`src/rtl/core/kwm_pkg.sv`:
```
// ----------------------------------------------------------------------------
// kwm_pkg
// Shared types, codes and defaults of the timestamp merge unit.
// ----------------------------------------------------------------------------
package kwm_pkg;

  localparam int THREADS_DEF     = 8;
  localparam int QUEUE_DEPTH_DEF = 256;
  localparam int RATIO_FRAC_DEF  = 16;

  localparam int STAMP_W  = 64;
  localparam int WORD_W   = 32;
  localparam int TIDX_W   = 3;
  localparam int TNUM_W   = 4;
  localparam int TCNT_W   = 4;
  localparam int CFG_IDX_W = 2;
  localparam int CFG_W    = 64;

  // beat widths, padded up to whole bytes
  localparam int IN_TDATA_W  = 136;
  localparam int OUT_TDATA_W = 136;

  // configuration register indexes
  localparam logic [CFG_IDX_W-1:0] REG_THREAD_COUNT = 2'd0;
  localparam logic [CFG_IDX_W-1:0] REG_START_STAMP  = 2'd1;
  localparam logic [CFG_IDX_W-1:0] REG_NS_RATIO     = 2'd2;

  // request kinds
  localparam logic REQ_LOAD = 1'b0;
  localparam logic REQ_POP  = 1'b1;

  typedef enum logic [1:0] {
    ST_LOADED    = 2'd0,
    ST_REJECTED  = 2'd1,
    ST_DELIVERED = 2'd2,
    ST_EMPTY     = 2'd3
  } status_t;

  // one stored event
  typedef struct packed {
    logic [WORD_W-1:0]  value;
    logic [WORD_W-1:0]  kind;
    logic [STAMP_W-1:0] stamp;
  } event_t;

  localparam int EVENT_W = $bits(event_t);

endpackage

```
`src/rtl/core/kwm_scale.sv`:
```
// ----------------------------------------------------------------------------
// kwm_scale
// Tick to nanosecond conversion: ((stamp - base) * ratio) >> RATIO_FRAC,
// saturated to 64 bits, through one shared 32x32 multiplier over five steps.
// ----------------------------------------------------------------------------
module kwm_scale #(
  parameter int RATIO_FRAC = kwm_pkg::RATIO_FRAC_DEF
) (
  input  logic                        clk,
  input  logic                        rst_n,
  input  logic                        start,
  input  logic [kwm_pkg::STAMP_W-1:0] stamp,
  input  logic [kwm_pkg::STAMP_W-1:0] base,
  input  logic [kwm_pkg::WORD_W-1:0]  ratio,
  output logic                        done,
  output logic [kwm_pkg::STAMP_W-1:0] ns
);

  localparam int SW      = kwm_pkg::STAMP_W;
  localparam int WW      = kwm_pkg::WORD_W;
  localparam int PROD_W  = SW + WW;
  localparam int SAT_LSB = SW + RATIO_FRAC;

  logic [4:0]        stg_r;
  logic [SW-1:0]     delta_r;
  logic [SW-1:0]     lo_r;
  logic [SW-1:0]     mid_r;
  logic [PROD_W-1:0] prod_r;
  logic [SW-1:0]     ns_r;

  logic [WW-1:0]     mul_a;
  logic [SW-1:0]     mul_p;
  logic [PROD_W-1:0] sat_bits;

  // low half first, then high half through the same multiplier
  assign mul_a    = stg_r[0] ? delta_r[WW-1:0] : delta_r[SW-1:WW];
  assign mul_p    = SW'(mul_a) * SW'(ratio);
  assign sat_bits = prod_r >> SAT_LSB;

  always_ff @(posedge clk) begin
    if (!rst_n) begin
      stg_r <= '0;
    end else begin
      stg_r <= {stg_r[3:0], start};
    end
  end

  always_ff @(posedge clk) begin
    if (start) begin
      delta_r <= stamp - base;
    end
    if (stg_r[0]) begin
      lo_r <= mul_p;
    end
    if (stg_r[1]) begin
      mid_r <= mul_p;
    end
    if (stg_r[2]) begin
      prod_r <= {mid_r, {WW{1'b0}}} + PROD_W'(lo_r);
    end
    if (stg_r[3]) begin
      ns_r <= (sat_bits != '0) ? {SW{1'b1}} : prod_r[RATIO_FRAC +: SW];
    end
  end

  assign done = stg_r[4];
  assign ns   = ns_r;

endmodule

```
`config.mk`:
```
export PLATFORM = sky130hd
export DESIGN_NAME = kwm_scale
export DESIGN_NICKNAME = d
export VERILOG_FILES = /design/src/rtl/core/kwm_pkg.sv /design/src/rtl/core/kwm_scale.sv
export SDC_FILE = /design/constraint.sdc
export NUM_CORES = 2
export LEC_CHECK = 0
export BUFFER_PORTS_ARGS = -buffer_cell sky130_fd_sc_hd__clkbuf_2
export CORE_MARGIN = 8
export CORE_UTILIZATION = 45
export DETAILED_ROUTE_END_ITERATION = 6
export GPL_ROUTABILITY_DRIVEN = 0
export SYNTH_ARGS = -nofsm -noshare
export SYNTH_HDL_FRONTEND = slang
export SYNTH_SLANG_ARGS = --single-unit
```
`constraint.sdc`:
```
create_clock -name clk -period 9.62 [get_ports clk]
set_input_delay 1.924 -clock clk [delete_from_list [all_inputs] [get_ports clk]]
set_output_delay 1.924 -clock clk [all_outputs]
set_load 0.02 [all_outputs]
```
==> flow_summary.json <==
{
  "status": "completed",
  "viasPerCell": 5.25,
  "nFillCells": 10472,
  "period_minus_slack_ps": 8950,
  "routedWlPerCell_um": 20.4,
  "cp_top_family": "adder cells",
  "slowest_stage": "fa_1",
  "crit_arrival_ps": 9240,
  "worstPathRequired_ps": 9910,
  "path_class": "input pin to register",
  "hold_buffers": 0,
  "path_clk_slew_ps": 60,
  "first_pass_iters": 5,
  "async_reset_ff_share_pct": 0,
  "io_pins": 228,
  "crit_fanout": 19,
  "cts_buffers": 34,
  "cts_buffer_depth": 3,
  "yosysTopAreaCell": "fa_1",
  "std_cell_rows": 123,
  "hold_depth": 0,
  "maxCapViolations": 0,
  "hold_viol_final": 0,
  "max_slew.worst_pin.slew_ps": 1160,
  "die_h_um": 351,
  "cp-start-kind": "input pin",
  "path_cells": "clkbuf_2, and2_1, fa_1, fa_1, inv_1, fa_1, fa_1, inv_1, fa_1, fa_1, fa_1, inv_1, fa_1, inv_1, ha_1, a21oi_1, o21ai_1, a31o_1, a2111oi_0, nor3_1, a22oi_2, o211ai_1, o21a_1, o311a_1",
  "timing.slew.headroom_pct": 22.7,
  "ys_top_cells_by_area": "fa_1 36%, edfxtp_1 19%, ha_1 8.9%",
  "grt_pass1_vias": 38315,
  "netlist_instances": 5161,
  "cp.depth": 24,
  "setup_viol": 0,
  "io_buffers": 227,
  "drtIter0Drc": 2021,
  "final_nets": 6680,
  "start_util_pct": 45.1,
  "clockRootBuffer": "clkbuf_16",
  "clk_latency_ps": 570,
  "grt_usage_pct": 22.6,
  "r2r_cells": 24,
  "crit_top_cell": "fa_1",
  "areaGrowthSynthToFinish_pct": 7.66,
  "rsz0062_at_grt": "no",
  "tns_ps": 0,
  "grt_max_degree": 74,
  "drc_errors": 0,
  "fin_worst_skew_ps": 37.1,
  "die_w_um": 351,
  "cts_tree": "done",
  "synth.distinct_cells": 83,
  "postCtsSetupBuffers": 0,
  "cp-end-kind": "register",
  "num_vias": 35639,
  "grt.overflow.total": 0,
  "hold_class": "register to register",
  "synth_seq_area_share_pct": 19.2,
  "slew_violations": 0,
  "die_area_sq_um": 123000,
  "antenna_left": 0,
  "dp.final_hpwl_um": 110000,
  "crit_path_max_incr_delay_ps": 560,
  "htreeDepth": 2,
  "yosysTopAreaCellShare_pct": 35.6,
  "ys_warn_count": 0,
  "post-route-period-util_pct": 93.1,
  "netlist_area_sq_um": 50500,
  "syn_area_per_cell_sq_um": 9.78,
  "path_buf_inv": 5,
  "routed_wl_um": 138000,
  "syn_nets": 6580,
  "grt_pass1_wl_um": 217000,
  "synth_edf_count": 320,
  "core_sq_um": 112000,
  "ys_ff_latch": 325,
  "fmaxAchievable_mhz": 112,
  "cts_sinks": 325,
  "post_cts_resized": 0,
  "final_layout_size_suffix_gt1_share_pct": 9.45,
  "antenna_found_initial": 14,
  "synth_ff_type": "edfxtp_1"
}
[worst paths after layout]
check	slack, ps	endpoint	startpoint
worst max-delay path	670	mid_r[63]$_DFFE_PP_	ratio[8]
worst min-delay path	390	prod_r[24]$_DFFE_PP_	lo_r[24]$_DFFE_PP_
worst max register to register	910	mid_r[63]$_DFFE_PP_	stg_r[0]$_SDFF_PN0_
worst min register to register	390	prod_r[24]$_DFFE_PP_	lo_r[24]$_DFFE_PP_
[Yosys cell counts (5+ instances only)]
library cell / n
a211oi_1: 17
a21boi_0: 6
a21boi_1: 6
a21o_1: 80
a21oi_1: 196
a31oi_1: 24
and2_1: 608
and3_1: 33
and4_1: 9
buf_2: 12
clkbuf_1: 254
dfxtp_1: 5
edfxtp_1: 320
fa_1: 898
ha_1: 358
inv_1: 1002
mux2_2: 33
nand2_1: 554
nand2b_1: 13
nand3_1: 41
nand4_1: 51
nor2_1: 90
nor2b_1: 12
nor3_1: 34
nor4_1: 9
o2111ai_1: 5
o211ai_1: 14
o21a_1: 16
o21ai_0: 72
o21ai_1: 30
o21bai_1: 30
or2_2: 66
or3_1: 7
xnor2_1: 102
xor2_1: 74
[metrics by stage]
stage	hold slack [ps]	instances	worst slack, ps	cell area (sq um)	util (%)
2_1_floorplan	400	5161	397	50500	-
3_3_place_gp	409	6725	187	53300	47.6
3_5_place_dp	407	6725	106	53300	47.6
4_1_cts	384	6783	699	54300	48.6
5_1_grt	394	6783	269	54300	48.6
6_report	392	6788	667	54300	48.6
[logic make-up (layout without fill, tap and decap cells)]
kind of cell / count (synthesis) / after routing / share of synthesized area (%)
muxes: 33 / 33 / 0.736
xor gates and xnor gates: 176 / 176 / 3.05
other: 0 / 5 / 0
DFF: 325 / 325 / 19.2
AOI/OAI and AO/OA: 560 / 560 / 7.17
adders and majority gates: 1256 / 1256 / 44.5
buffers and inverters: 1269 / 1391 / 9.47
and+or+nand+nor: 1542 / 1542 / 15.8
[cells in the final DEF (no fill, tap or decap), drive strengths merged, types with 15 or more instances in the layout]
cell type	n
inv	1003
fa	898
and2	609
nand2	554
ha	358
edfxtp	320
clkbuf	272
a21oi	197
buf	104
o21ai	103
xnor2	102
nor2	90
a21o	80
xor2	74
or2	70
nand4	51
nand3	41
nor3	35
mux2	33
and3	33
o21bai	30
a31oi	24
a211oi	19
o21a	17
o211ai	15
[state kept, by name, summed over array words and instances (netlist names)]
name     cells
prod_r      80
delta_r     64
mid_r       64
ns          64
lo_r        48
stg_r        5
[worst reg2reg max path, stage by stage (launching register included)]
cell       delay (ps)
dfxtp_4           630
mux2_2            950
and2_1            280
fa_1              460
fa_1              540
inv_1              60
fa_1              490
fa_1              510
inv_1              60
fa_1              560
fa_1              430
fa_1              490
inv_1              50
fa_1              540
inv_1              60
ha_1              300
a21oi_1           190
o21ai_1           120
a31o_1            200
a2111oi_0         400
nor3_1            120
a22oi_2           290
o211ai_1          200
o21a_1            200
o311a_1           310
[routing by layer]
layer  part of all wire [%]  track usage, %  vias up  wire length, um
li1                       -               -    16221                -
met5                  0.068               0        -               94
met3                    7.5            4.53      252            10400
met4                    3.1            6.80       14             4260
met2                     47            37.8     1197            65600
met1                     42            29.7    17955            57800
[final cells by class]
type | instances | area, sq um | area share, %
Multi-Input combinational cell | 3567 | 36000 | 66.2
Sequential cell | 325 | 9720 | 17.9
Inverter | 1002 | 3760 | 6.92
Timing Repair Buffer | 331 | 1920 | 3.53
Tap cell | 1500 | 1880 | 3.45
Clock buffer | 45 | 892 | 1.64
Clock inverter | 13 | 175 | 0.322
Antenna cell | 5 | 12.5 | 0.0230
Power is not shown: default switching activity piles up to over one toggle a cycle in this logic, so the estimate is an artifact.
